===== src/rtl/mphq_pkg.sv =====
package mphq_pkg;

  // transaction opcodes
  localparam logic OP_PUSH = 1'b0;
  localparam logic OP_POP  = 1'b1;

  // result status codes
  localparam logic [1:0] STATUS_OK    = 2'd0;
  localparam logic [1:0] STATUS_EMPTY = 2'd1;
  localparam logic [1:0] STATUS_CALIB = 2'd2;

  // configuration register indexes
  localparam logic CFG_DRY_LEVEL = 1'b0;
  localparam logic CFG_WET_LEVEL = 1'b1;

  // calibration reset values
  localparam int DRY_RESET = 3000;
  localparam int WET_RESET = 1200;

  // percentage scale and width
  localparam int PERCENT_SCALE = 100;
  localparam int PERCENT_W     = 7;

  typedef enum logic [2:0] {
    ST_IDLE,
    ST_PREP,
    ST_LOAD,
    ST_DIVIDE,
    ST_FINISH
  } state_t;

endpackage


===== src/rtl/mphq_store.sv =====
module mphq_store #(
  parameter int DEPTH  = 16,
  parameter int IDX_W  = 4
) (
  input  logic                                clk,
  input  logic                                wr_en,
  input  logic [IDX_W-1:0]                    wr_addr,
  input  logic [mphq_pkg::PERCENT_W-1:0]      wr_data,
  input  logic                                rd_en,
  input  logic [IDX_W-1:0]                    rd_addr,
  output logic [mphq_pkg::PERCENT_W-1:0]      rd_data
);

  logic [mphq_pkg::PERCENT_W-1:0] mem [DEPTH];

  always_ff @(posedge clk) begin
    if (wr_en) begin
      mem[wr_addr] <= wr_data;
    end
  end

  always_ff @(posedge clk) begin
    if (rd_en) begin
      rd_data <= mem[rd_addr];
    end
  end

endmodule


===== src/rtl/mphq_divider.sv =====
module mphq_divider #(
  parameter int SAMPLE_BITS = 12
) (
  input  logic                                     clk,
  input  logic                                     rst,
  input  logic                                     start,
  input  logic [SAMPLE_BITS+mphq_pkg::PERCENT_W-1:0] numer,
  input  logic [SAMPLE_BITS-1:0]                   denom,
  output logic                                     done,
  output logic [mphq_pkg::PERCENT_W-1:0]           quotient
);

  localparam int NUM_W = SAMPLE_BITS + mphq_pkg::PERCENT_W;
  localparam int CNT_W = $clog2(mphq_pkg::PERCENT_W);

  logic [NUM_W-1:0] rem;
  logic [NUM_W-1:0] dsh;
  logic [CNT_W-1:0] cnt;
  logic             busy;
  logic             fits;

  // restoring division, one quotient bit per cycle, msb first
  assign fits = (rem >= dsh);

  always_ff @(posedge clk) begin
    if (rst) begin
      busy <= 1'b0;
      done <= 1'b0;
    end else begin
      done <= 1'b0;
      if (start) begin
        busy <= 1'b1;
      end else if (busy && cnt == '0) begin
        busy <= 1'b0;
        done <= 1'b1;
      end
    end
  end

  always_ff @(posedge clk) begin
    if (start) begin
      rem      <= numer;
      dsh      <= NUM_W'(denom) << (mphq_pkg::PERCENT_W - 1);
      cnt      <= CNT_W'(mphq_pkg::PERCENT_W - 1);
      quotient <= '0;
    end else if (busy) begin
      if (fits) begin
        rem <= rem - dsh;
      end
      quotient <= {quotient[mphq_pkg::PERCENT_W-2:0], fits};
      dsh      <= dsh >> 1;
      cnt      <= cnt - CNT_W'(1);
    end
  end

endmodule


===== src/rtl/moisture_percent_history_queue_unit.sv =====
// moisture percent history queue
// input channel (in_valid / in_stall): one transaction carries an opcode and a
// raw converter sample. a push clamps the sample between the two calibration
// levels, maps it to 0..100 percent (dry level gives 0, wet level gives 100)
// and appends it to a ring of QUEUE_DEPTH entries, overwriting the oldest
// entry when full. a pop returns the oldest stored percentage.
// output channel (out_valid / out_stall): exactly one result per input
// transaction, carrying status, percent and the fill level after the item.
// configuration: cfg_we writes dry_level (index 0) or wet_level (index 1);
// write only while no transaction is in flight.
// a pop or a rejected push goes from accept straight to the commit step;
// a normal push passes through the clamp, load, iterative divide and commit
// steps. one item is worked on at a time, so no new transaction is accepted
// until the previous one has committed.
// the result sits in an output register: the next item is accepted while a
// result waits, but a finished item does not commit until the output
// register is free, so a stalled receiver holds the block in its last step.
// reset (synchronous) empties the queue and restores default levels; store
// contents are not cleared, only the indexes and the count.
module moisture_percent_history_queue_unit #(
  parameter int QUEUE_DEPTH = 16,
  parameter int SAMPLE_BITS = 12
) (
  input  logic                                         clk,
  input  logic                                         rst,
  input  logic                                         in_valid,
  output logic                                         in_stall,
  input  logic                                         opcode,
  input  logic [SAMPLE_BITS-1:0]                       raw_sample,
  output logic                                         out_valid,
  input  logic                                         out_stall,
  output logic [1:0]                                   status,
  output logic [mphq_pkg::PERCENT_W-1:0]               percent,
  output logic [$clog2(QUEUE_DEPTH+1)-1:0]             fill_level,
  input  logic                                         cfg_we,
  input  logic                                         cfg_index,
  input  logic [SAMPLE_BITS-1:0]                       cfg_data
);

  localparam int IDX_W  = $clog2(QUEUE_DEPTH);
  localparam int FILL_W = $clog2(QUEUE_DEPTH + 1);
  localparam int NUM_W  = SAMPLE_BITS + mphq_pkg::PERCENT_W;

  mphq_pkg::state_t state, state_next;

  // calibration registers
  logic [SAMPLE_BITS-1:0] dry_level;
  logic [SAMPLE_BITS-1:0] wet_level;

  // queue pointers
  logic [IDX_W-1:0]  write_index;
  logic [IDX_W-1:0]  read_index;
  logic [FILL_W-1:0] entry_count;

  // captured transaction
  logic                   opcode_r;
  logic [SAMPLE_BITS-1:0] raw_r;
  logic [1:0]             status_r;

  // clamp and scale datapath
  logic [SAMPLE_BITS-1:0] diff_r;
  logic [SAMPLE_BITS-1:0] den_r;
  logic                   dry_gt;
  logic [SAMPLE_BITS-1:0] lo_level;
  logic [SAMPLE_BITS-1:0] hi_level;
  logic [SAMPLE_BITS-1:0] raw_clamped;
  logic [SAMPLE_BITS-1:0] diff;
  logic [SAMPLE_BITS-1:0] den;
  logic [NUM_W-1:0]       numer;

  // fsm outputs
  logic accept;
  logic div_start;
  logic commit;
  logic out_free;

  // divider and store
  logic                           div_done;
  logic [mphq_pkg::PERCENT_W-1:0] quotient;
  logic [mphq_pkg::PERCENT_W-1:0] rd_data;
  logic                           store_we;

  logic queue_full;
  logic [IDX_W-1:0] write_index_next;
  logic [IDX_W-1:0] read_index_next;

  assign out_free   = !out_valid || !out_stall;
  assign queue_full = (entry_count == FILL_W'(QUEUE_DEPTH));

  // ring wrap
  assign write_index_next = (write_index == IDX_W'(QUEUE_DEPTH - 1)) ? '0
                                                                      : write_index + IDX_W'(1);
  assign read_index_next  = (read_index == IDX_W'(QUEUE_DEPTH - 1)) ? '0
                                                                     : read_index + IDX_W'(1);

  // configuration writes
  always_ff @(posedge clk) begin
    if (rst) begin
      dry_level <= SAMPLE_BITS'(mphq_pkg::DRY_RESET);
      wet_level <= SAMPLE_BITS'(mphq_pkg::WET_RESET);
    end else if (cfg_we) begin
      unique case (cfg_index)
        mphq_pkg::CFG_DRY_LEVEL: dry_level <= cfg_data;
        mphq_pkg::CFG_WET_LEVEL: wet_level <= cfg_data;
        default: ;
      endcase
    end
  end

  // next state
  always_comb begin
    state_next = state;
    unique case (state)
      mphq_pkg::ST_IDLE: begin
        if (in_valid) begin
          if (opcode == mphq_pkg::OP_POP || dry_level == wet_level) begin
            state_next = mphq_pkg::ST_FINISH;
          end else begin
            state_next = mphq_pkg::ST_PREP;
          end
        end
      end
      mphq_pkg::ST_PREP:   state_next = mphq_pkg::ST_LOAD;
      mphq_pkg::ST_LOAD:   state_next = mphq_pkg::ST_DIVIDE;
      mphq_pkg::ST_DIVIDE: begin
        if (div_done) begin
          state_next = mphq_pkg::ST_FINISH;
        end
      end
      mphq_pkg::ST_FINISH: begin
        if (out_free) begin
          state_next = mphq_pkg::ST_IDLE;
        end
      end
      default: state_next = mphq_pkg::ST_IDLE;
    endcase
  end

  // fsm outputs
  always_comb begin
    in_stall  = 1'b1;
    accept    = 1'b0;
    div_start = 1'b0;
    commit    = 1'b0;
    unique case (state)
      mphq_pkg::ST_IDLE: begin
        in_stall = 1'b0;
        accept   = in_valid;
      end
      mphq_pkg::ST_LOAD:   div_start = 1'b1;
      mphq_pkg::ST_FINISH: commit    = out_free;
      default: ;
    endcase
  end

  always_ff @(posedge clk) begin
    if (rst) begin
      state <= mphq_pkg::ST_IDLE;
    end else begin
      state <= state_next;
    end
  end

  // capture the transaction and classify it up front
  always_ff @(posedge clk) begin
    if (accept) begin
      opcode_r <= opcode;
      raw_r    <= raw_sample;
      if (opcode == mphq_pkg::OP_POP) begin
        status_r <= (entry_count == '0) ? mphq_pkg::STATUS_EMPTY : mphq_pkg::STATUS_OK;
      end else begin
        status_r <= (dry_level == wet_level) ? mphq_pkg::STATUS_CALIB : mphq_pkg::STATUS_OK;
      end
    end
  end

  // clamp into the calibrated span and take distance from the dry level
  assign dry_gt      = (dry_level > wet_level);
  assign lo_level    = dry_gt ? wet_level : dry_level;
  assign hi_level    = dry_gt ? dry_level : wet_level;
  assign raw_clamped = (raw_r < lo_level) ? lo_level :
                       (raw_r > hi_level) ? hi_level : raw_r;
  assign diff        = dry_gt ? (dry_level - raw_clamped) : (raw_clamped - dry_level);
  assign den         = dry_gt ? (dry_level - wet_level) : (wet_level - dry_level);

  always_ff @(posedge clk) begin
    if (state == mphq_pkg::ST_PREP) begin
      diff_r <= diff;
      den_r  <= den;
    end
  end

  // constant multiply by the full scale, quotient never exceeds it
  assign numer = NUM_W'(diff_r) * NUM_W'(mphq_pkg::PERCENT_SCALE);

  mphq_divider #(
    .SAMPLE_BITS (SAMPLE_BITS)
  ) u_divider (
    .clk      (clk),
    .rst      (rst),
    .start    (div_start),
    .numer    (numer),
    .denom    (den_r),
    .done     (div_done),
    .quotient (quotient)
  );

  // only push commits write; pop read is issued at accept, one item at a
  // time so a read never overlaps a write to the same entry
  assign store_we = commit && opcode_r == mphq_pkg::OP_PUSH
                    && status_r == mphq_pkg::STATUS_OK;

  mphq_store #(
    .DEPTH (QUEUE_DEPTH),
    .IDX_W (IDX_W)
  ) u_store (
    .clk     (clk),
    .wr_en   (store_we),
    .wr_addr (write_index),
    .wr_data (quotient),
    .rd_en   (accept && opcode == mphq_pkg::OP_POP),
    .rd_addr (read_index),
    .rd_data (rd_data)
  );

  // queue pointer update at commit
  always_ff @(posedge clk) begin
    if (rst) begin
      write_index <= '0;
      read_index  <= '0;
      entry_count <= '0;
    end else if (commit && status_r == mphq_pkg::STATUS_OK) begin
      if (opcode_r == mphq_pkg::OP_PUSH) begin
        write_index <= write_index_next;
        if (queue_full) begin
          read_index <= read_index_next;
        end else begin
          entry_count <= entry_count + FILL_W'(1);
        end
      end else begin
        read_index  <= read_index_next;
        entry_count <= entry_count - FILL_W'(1);
      end
    end
  end

  // output register
  always_ff @(posedge clk) begin
    if (rst) begin
      out_valid <= 1'b0;
    end else if (commit) begin
      out_valid <= 1'b1;
    end else if (!out_stall) begin
      out_valid <= 1'b0;
    end
  end

  always_ff @(posedge clk) begin
    if (commit) begin
      status <= status_r;
      if (opcode_r == mphq_pkg::OP_POP && status_r == mphq_pkg::STATUS_OK) begin
        percent     <= rd_data;
        fill_level  <= entry_count - FILL_W'(1);
      end else if (opcode_r == mphq_pkg::OP_PUSH && status_r == mphq_pkg::STATUS_OK) begin
        percent     <= '0;
        fill_level  <= queue_full ? entry_count : entry_count + FILL_W'(1);
      end else begin
        percent     <= '0;
        fill_level  <= entry_count;
      end
    end
  end

endmodule


===== config.mk =====
export PLATFORM = sky130hd
export DESIGN_NAME = moisture_percent_history_queue_unit
export DESIGN_NICKNAME = d
export VERILOG_FILES = /design/src/rtl/mphq_pkg.sv /design/src/rtl/mphq_store.sv /design/src/rtl/mphq_divider.sv /design/src/rtl/moisture_percent_history_queue_unit.sv
export SDC_FILE = /design/constraint.sdc
export NUM_CORES = 1
export LEC_CHECK = 0
export BUFFER_PORTS_ARGS = -buffer_cell sky130_fd_sc_hd__buf_2
export CAP_MARGIN = 20
export CORE_ASPECT_RATIO = 1.4
export CORE_UTILIZATION = 57
export CTS_CLUSTER_DIAMETER = 40
export CTS_CLUSTER_SIZE = 8
export DETAILED_ROUTE_END_ITERATION = 8
export PLACE_DENSITY = 0.7
export SETUP_SLACK_MARGIN = 0.5
export SYNTH_ARGS = -nofsm -noshare
export SYNTH_HDL_FRONTEND = slang
export SYNTH_HIERARCHICAL = 1
export SYNTH_SLANG_ARGS = --single-unit

===== constraint.sdc =====
create_clock -name clk -period 7.2 [get_ports clk]
set_clock_uncertainty 0.15 [all_clocks]
set_input_delay 0.36 -clock clk [delete_from_list [all_inputs] [get_ports clk]]
set_output_delay 0.36 -clock clk [all_outputs]
set_load 0.05 [all_outputs]

# After elaboration in Yosys (flattened, before gate mapping)
# Memories as Yosys holds them, arrays and structs flattened. A register that Yosys moved wholly into a read port is not among the register bits.
# Index checks and enable logic that the tools add are counted.
# op_classes
add_sub_neg	10
multipliers	1
magnitude_cmp	4
n_eq_ne	12
mux	38
n_bitwise	2
reduce_logical	27
# op_table
op	n
$mux 12	6
$mux 19	3
$sub 12x12->12	4
$mux 18	2
$gt 12x12->1	2
$mux 5	4
$ge 19x18->1	1
$sub 19x18->19	1
$mul 12x5->17 const B	1
$mux 4	4
$pmux 3 s5	1
$eq 12x12->1	1
$lt 12x12->1	1
$mux 1	12
$mux 3	4
$reduce_and 2->1	6
$add 4x1->4 const B	2
$eq 4x4->1 const B	2
$reduce_bool 2->1	4
$logic_and 1x1->1	7
$eq 3x2->1 const B	2
$logic_not 3->1	2
$add 5x1->5 const B	1
$eq 5x5->1 const B	1
14 further kinds	20
# totals
regBits	143
ramBits	112
in_bits	31
out_inout_bits	16
wordCells	118
memories	1
# memory_table
memory	depth	width	rd	rd_ports_with_merged_regs	write_ports	line_no	rtl
u_store.mem	16	7	1	1	1	mphq_store.sv:14	logic [mphq_pkg::PERCENT_W-1:0] mem [DEPTH];

# Logic depth before layout (Yosys ltp)
# logic_depth
ltp_word	7
ltp_mapped	32
depth_no_buf	28

# Hierarchy
# Netlist, hierarchy kept.
# by_module_without_submodules
module	n_inst	cells_per_inst	area_each_um2
moisture_percent_history_queue_unit	1	902	7841.3
mphq_store	1	203	4600.7
mphq_divider	1	326	3086.7

# Least setup slack after synthesis
# OpenSTA, ideal clock, no wires.
# synth_path
kind	register -> register
from	register dry_level[1]
to	register diff_r[11] (data pin)
setup_time_ns	0.274
t_arrival_ns	6.100
required_ns	6.776
setup_slack_ns	0.676
path_stages_with_launch	28
synth_period_minus_slack_ns	6.524
cell_sequence	dfxtp_1 inv_1 fa_1 nand3b_1 a211o_1 o211a_1 nor2_1 buf_2 buf_1 mux2i_1 ha_1 a21oi_1 o21ai_0 a2111oi_0 a21oi_1 clkbuf_1 a21o_1 mux2i_1 ha_1 nor2b_1 o21ai_0 a21boi_0 o21a_1 o211ai_1 a21oi_1 o41ai_1 o41ai_1 xor2_1
# synth_between
elab_chain_len	7
# synth_lines
element	line_no	rtl
start: declaration	moisture_percent_history_queue_unit.sv:47	logic [SAMPLE_BITS-1:0] dry_level;
start signal: assignment	moisture_percent_history_queue_unit.sv:99	dry_level <= SAMPLE_BITS'(mphq_pkg::DRY_RESET);
start signal: assignment	moisture_percent_history_queue_unit.sv:103	mphq_pkg::CFG_DRY_LEVEL: dry_level <= cfg_data;
$gt 12x12->1	moisture_percent_history_queue_unit.sv:178	assign dry_gt = (dry_level > wet_level);
$mux 12	moisture_percent_history_queue_unit.sv:180	assign hi_level = dry_gt ? dry_level : wet_level;
$gt 12x12->1	moisture_percent_history_queue_unit.sv:182	(raw_r > hi_level) ? hi_level : raw_r;
$mux 12	moisture_percent_history_queue_unit.sv:182	
$mux 12	moisture_percent_history_queue_unit.sv:181	assign raw_clamped = (raw_r < lo_level) ? lo_level :
$sub 12x12->12	moisture_percent_history_queue_unit.sv:183	assign diff = dry_gt ? (dry_level - raw_clamped) : (raw_clamped - dry_level);
$mux 12 (*)	moisture_percent_history_queue_unit.sv:183	
net diff[11]	moisture_percent_history_queue_unit.sv:67	logic [SAMPLE_BITS-1:0] diff;
end signal: assignment	moisture_percent_history_queue_unit.sv:188	diff_r <= diff;
end: declaration	moisture_percent_history_queue_unit.sv:61	logic [SAMPLE_BITS-1:0] diff_r;
# The timed path passes the listed nets; every way through them passes the cells marked *.
# A chain may end at the register's enable or synchronous reset.

# Final worst setup path
# layout_path
from	register dry_level[0]
to	register diff_r[11] (data pin)
# The elaborated chain is that of the path after synthesis.

==> summary.txt <==
Outcome
  • Status: complete, no violations

Timing
  • Fin. Hold Viols: 0
  • Max-slew violations: 0
  • Setup TNS: 0 ns
  • Clock period minus worst slack: roughly 6.4 ns
  • RSZ-0062 raised after global routing: no
  • Fmax: between 150 and 200 MHz
  • Final worst path period share: 88.5%
  • Worst hold margin: around 0.093 ns
  • Final setup fails: 0
  • Max-slew headroom: 27.7%
  • Slew @ Worst Pin: 1.08 ns

Place
  • Post-DP HPWL: around 28000 µm
  • GPL Wtd Cong: approximately 0.95
  • Port bufs: 46

Synthesis
  • Synth Area in Adders: about an eighth
  • Ys flop type: edfxtp_1
  • Synth Cell Area: about 0.016 mm²
  • Syn. warnings: 6
  • Sequential fraction of the synthesis area: 46.9%
  • FF+latch count, synth: around 260
  • Synthesized area per cell: around 11 µm²
  • Yosys cell types: 89
  • Synth async-reset ratio: 0%
  • Post-synth EDFFs: 203
  • Largest family of logic cells by synthesized area: compound AO/OA/AOI/OAI gates
  • Post-Synth XOR/XNOR Area: under 10%
  • Synth Instances: between 1000 and 1500
  • Mux share of post-synthesis cell area: 7.28%
  • Compound-cell area share of the yosys netlist: a little over an eighth
  • Post-synthesis simple-gate area fraction: about an eighth

Final layout
  • Final Core Density: about two thirds
  • Ant. Diodes: 0
  • Most common cell after layout, fill and taps aside: edfxtp_1
  • Most frequent cells in the layout: edfxtp_1 (203), nor2_1 (143), nand2_1 (133)
  • Fin nets: 1688
  • Layout cells sized above 1: between 10% and 20%
  • Area growth from synthesis to layout: 14.8%

Worst setup path
  • Critical Path Fanout Max: 24
  • Critical path class: reg2reg
  • Crit path from: dry_level[0]
  • Cell count of the worst reg-to-reg path: 27
  • Worst EP required: around 7.3 ns
  • Worst reg2reg endpoint: diff_r[11]
  • CP dominant cell by count: ha_1
  • FF-to-FF Start: dry_level[0]
  • Critical path's slowest cell: fa_1
  • Setup crit start kind: register
  • CP peak stage delay: around 0.39 ns
  • CP arrival: between 6 and 7 ns
  • Worst reg2reg setup slack: around 0.83 ns
  • CP endpoint kind: register

Clock network
  • Total CTS buffers: 43
  • Clock Latency Late Sink: approximately 0.55 ns
  • CTS tree: yes
  • Clock Path Buffers: 3
  • CTS H-Tree Depth: 2
  • Root Driver: clkbuf_16
  • CTS Sinks: 262
  • Worst-path clk slew: 0.05 ns

Route
  • Vias: ~11000
  • Drt drc: 0
  • Vias per cell: 5.87
  • DRT Pass-1 Iters: 5
  • Antenna Nets Post-Route: 0
  • Post-Route WL: 38300 µm
  • Starting DRC count in detailed routing: 539
  • DR WL/cell: between 20 and 25 µm

Floorplanning
  • I/O pins: 47
  • FP Rows: 71
  • Die Wd: between 100 and 150 µm
  • Initial core utilization: between 50% and 60%
  • Die height: 197 µm
  • Die area: 0.0279 mm²
  • Core ar.: 0.0268 mm²

GRT
  • Vias in the first global route: 11300
  • Largest net degree at the start of global routing: 67
  • GR peak layer: met2
  • Initial antenna violation count: 1
  • First-pass GRT wire length: just under 60000 µm
  • Gr usage total: between 20% and 30%
  • Total grt overflow: 0
  • Met2 Usage GRT: a little over half
  • GR Util met3: roughly 3.4%
  • Met1 usage: approximately 29%

Min path
  • Hold Path Sink: state[0]
  • Hold Crit Depth: 3
  • Hold Path Class: in2reg
  • Beginning of the worst hold path: in_valid

Power and ir drop
  • Leak pwr: ~7.2 nW
  • Peak supply drop: 251 µV
  • Power per cell area: roughly 310 mW/mm²
  • Tot Pwr: between 5 and 6 mW

Run
  • Max-Cap Viols: 0
[routing by layer]
metal / vias up / routed length (µm)
met5: - / 12
met4: 2 / 2600
met3: 130 / 1440
met2: 313 / 20700
met1: 5398 / 13600
li1: 5392 / -
[cell usage after synthesis, types with 9 or more instances]
cell / number / area share (%)
o21a_1: 13 / 0.63
mux2i_1: 38 / 2.4
a22o_1: 11 / 0.62
fa_1: 12 / 1.5
dfxtp_1: 59 / 7.6
o21ai_0: 46 / 1.5
nor2_1: 144 / 3.5
xor2_1: 18 / 1.0
inv_1: 107 / 2.6
buf_1: 10 / 0.24
a22oi_1: 17 / 0.82
clkbuf_1: 24 / 0.58
buf_2: 15 / 0.48
a21o_1: 25 / 1.2
xnor2_1: 29 / 1.6
nor3_1: 21 / 0.68
nor2b_1: 12 / 0.48
nand3b_1: 9 / 0.44
ha_1: 132 / 11
mux4_1: 17 / 2.9
nand4_1: 13 / 0.52
a21oi_1: 109 / 3.5
mux4_2: 11 / 1.6
and3_1: 15 / 0.60
nand2_1: 133 / 3.2
o21bai_1: 11 / 0.53
edfxtp_1: 203 / 39
nand2b_1: 10 / 0.40
a211oi_1: 10 / 0.48
nand3_1: 18 / 0.58
[final cells by class]
type / instances / area, µm²
Fill cell: 2077 / 9000
Multi-Input combinational cell: 1003 / 7610
Sequential cell: 262 / 7280
Clock buffer: 68 / 1190
Timing Repair Buffer: 95 / 684
Tap cell: 365 / 457
Inverter: 108 / 405
Clock inverter: 12 / 199
[worst max-delay path, delay by kind of cell, from the launching register on]
family | cells | cell delay, ns
buffers and inverters | 1 | 0.13
AND/OR/NAND/NOR | 5 | 0.83
XOR/XNOR | 1 | 0.15
adder cells (fa/ha/maj) | 4 | 1.24
multiplexers | 1 | 0.27
flip-flops | 1 | 0.38
AO/OA/AOI/OAI | 15 | 2.92
[cells by family (layout without fill, tap and decap cells)]
group | after synthesis | count (layout)
other | 1 | 2
adders and majority gates | 144 | 144
xor gates and xnor gates | 47 | 47
and+or+nand+nor | 417 | 418
muxes | 71 | 71
AOI/OAI and AO/OA | 321 | 321
DFF | 262 | 262
buffers and inverters | 168 | 283
[how the worst max path moves through the flow]
| stage | to | slack, ns | cells past startpoint |
|---|---|---|---|
| 2_1_floorplan | diff_r[11] | 0.68 | 27 |
| 3_3_place_gp | diff_r[11] | 0.43 | 25 |
| 3_5_place_dp | diff_r[11] | 0.31 | 25 |
| 4_1_cts | diff_r[11] | 0.53 | 25 |
| 5_1_grt | diff_r[11] | 0.44 | 27 |
| 6_report | diff_r[11] | 0.83 | 27 |
[registers in the layout, indices dropped and copies added (netlist names), 5 cells and up]
name	cells
wet_level	12
percent	7
fill_level	5
u_divider/dsh	18
diff_r	12
u_divider/rem	19
raw_r	12
u_store/rd_data	7
den_r	12
entry_count	5
u_store/mem	112
u_divider/quotient	7
dry_level	12
[what timing repair did]
action / in CTS / in global routing
hold buffers: 26 / 0
endpoints found under the setup margin: 3 / 8
cloned: 1 / 0
resized for setup: 2 / 17
hold endpoints to repair: 36 / 0
buffers inserted: 0 / 3
pin swaps: 1 / 3
[metrics by stage]
stage	setup WS, ns	area [µm²]	instances
floorplan	0.676	15500	1432
global placement	0.430	16000	1800
CTS	0.527	17700	1908
finish	0.830	17800	1913
detailed placement	0.309	16000	1801
global route	0.436	17800	1913
[report_power, final]
group	total [mW]	internal (mW)	switching [mW]
logic	1.65	0.680	0.966
registers	1.96	1.83	0.128
clock network	1.97	1.25	0.719
(Power assumes the default switching activity.)
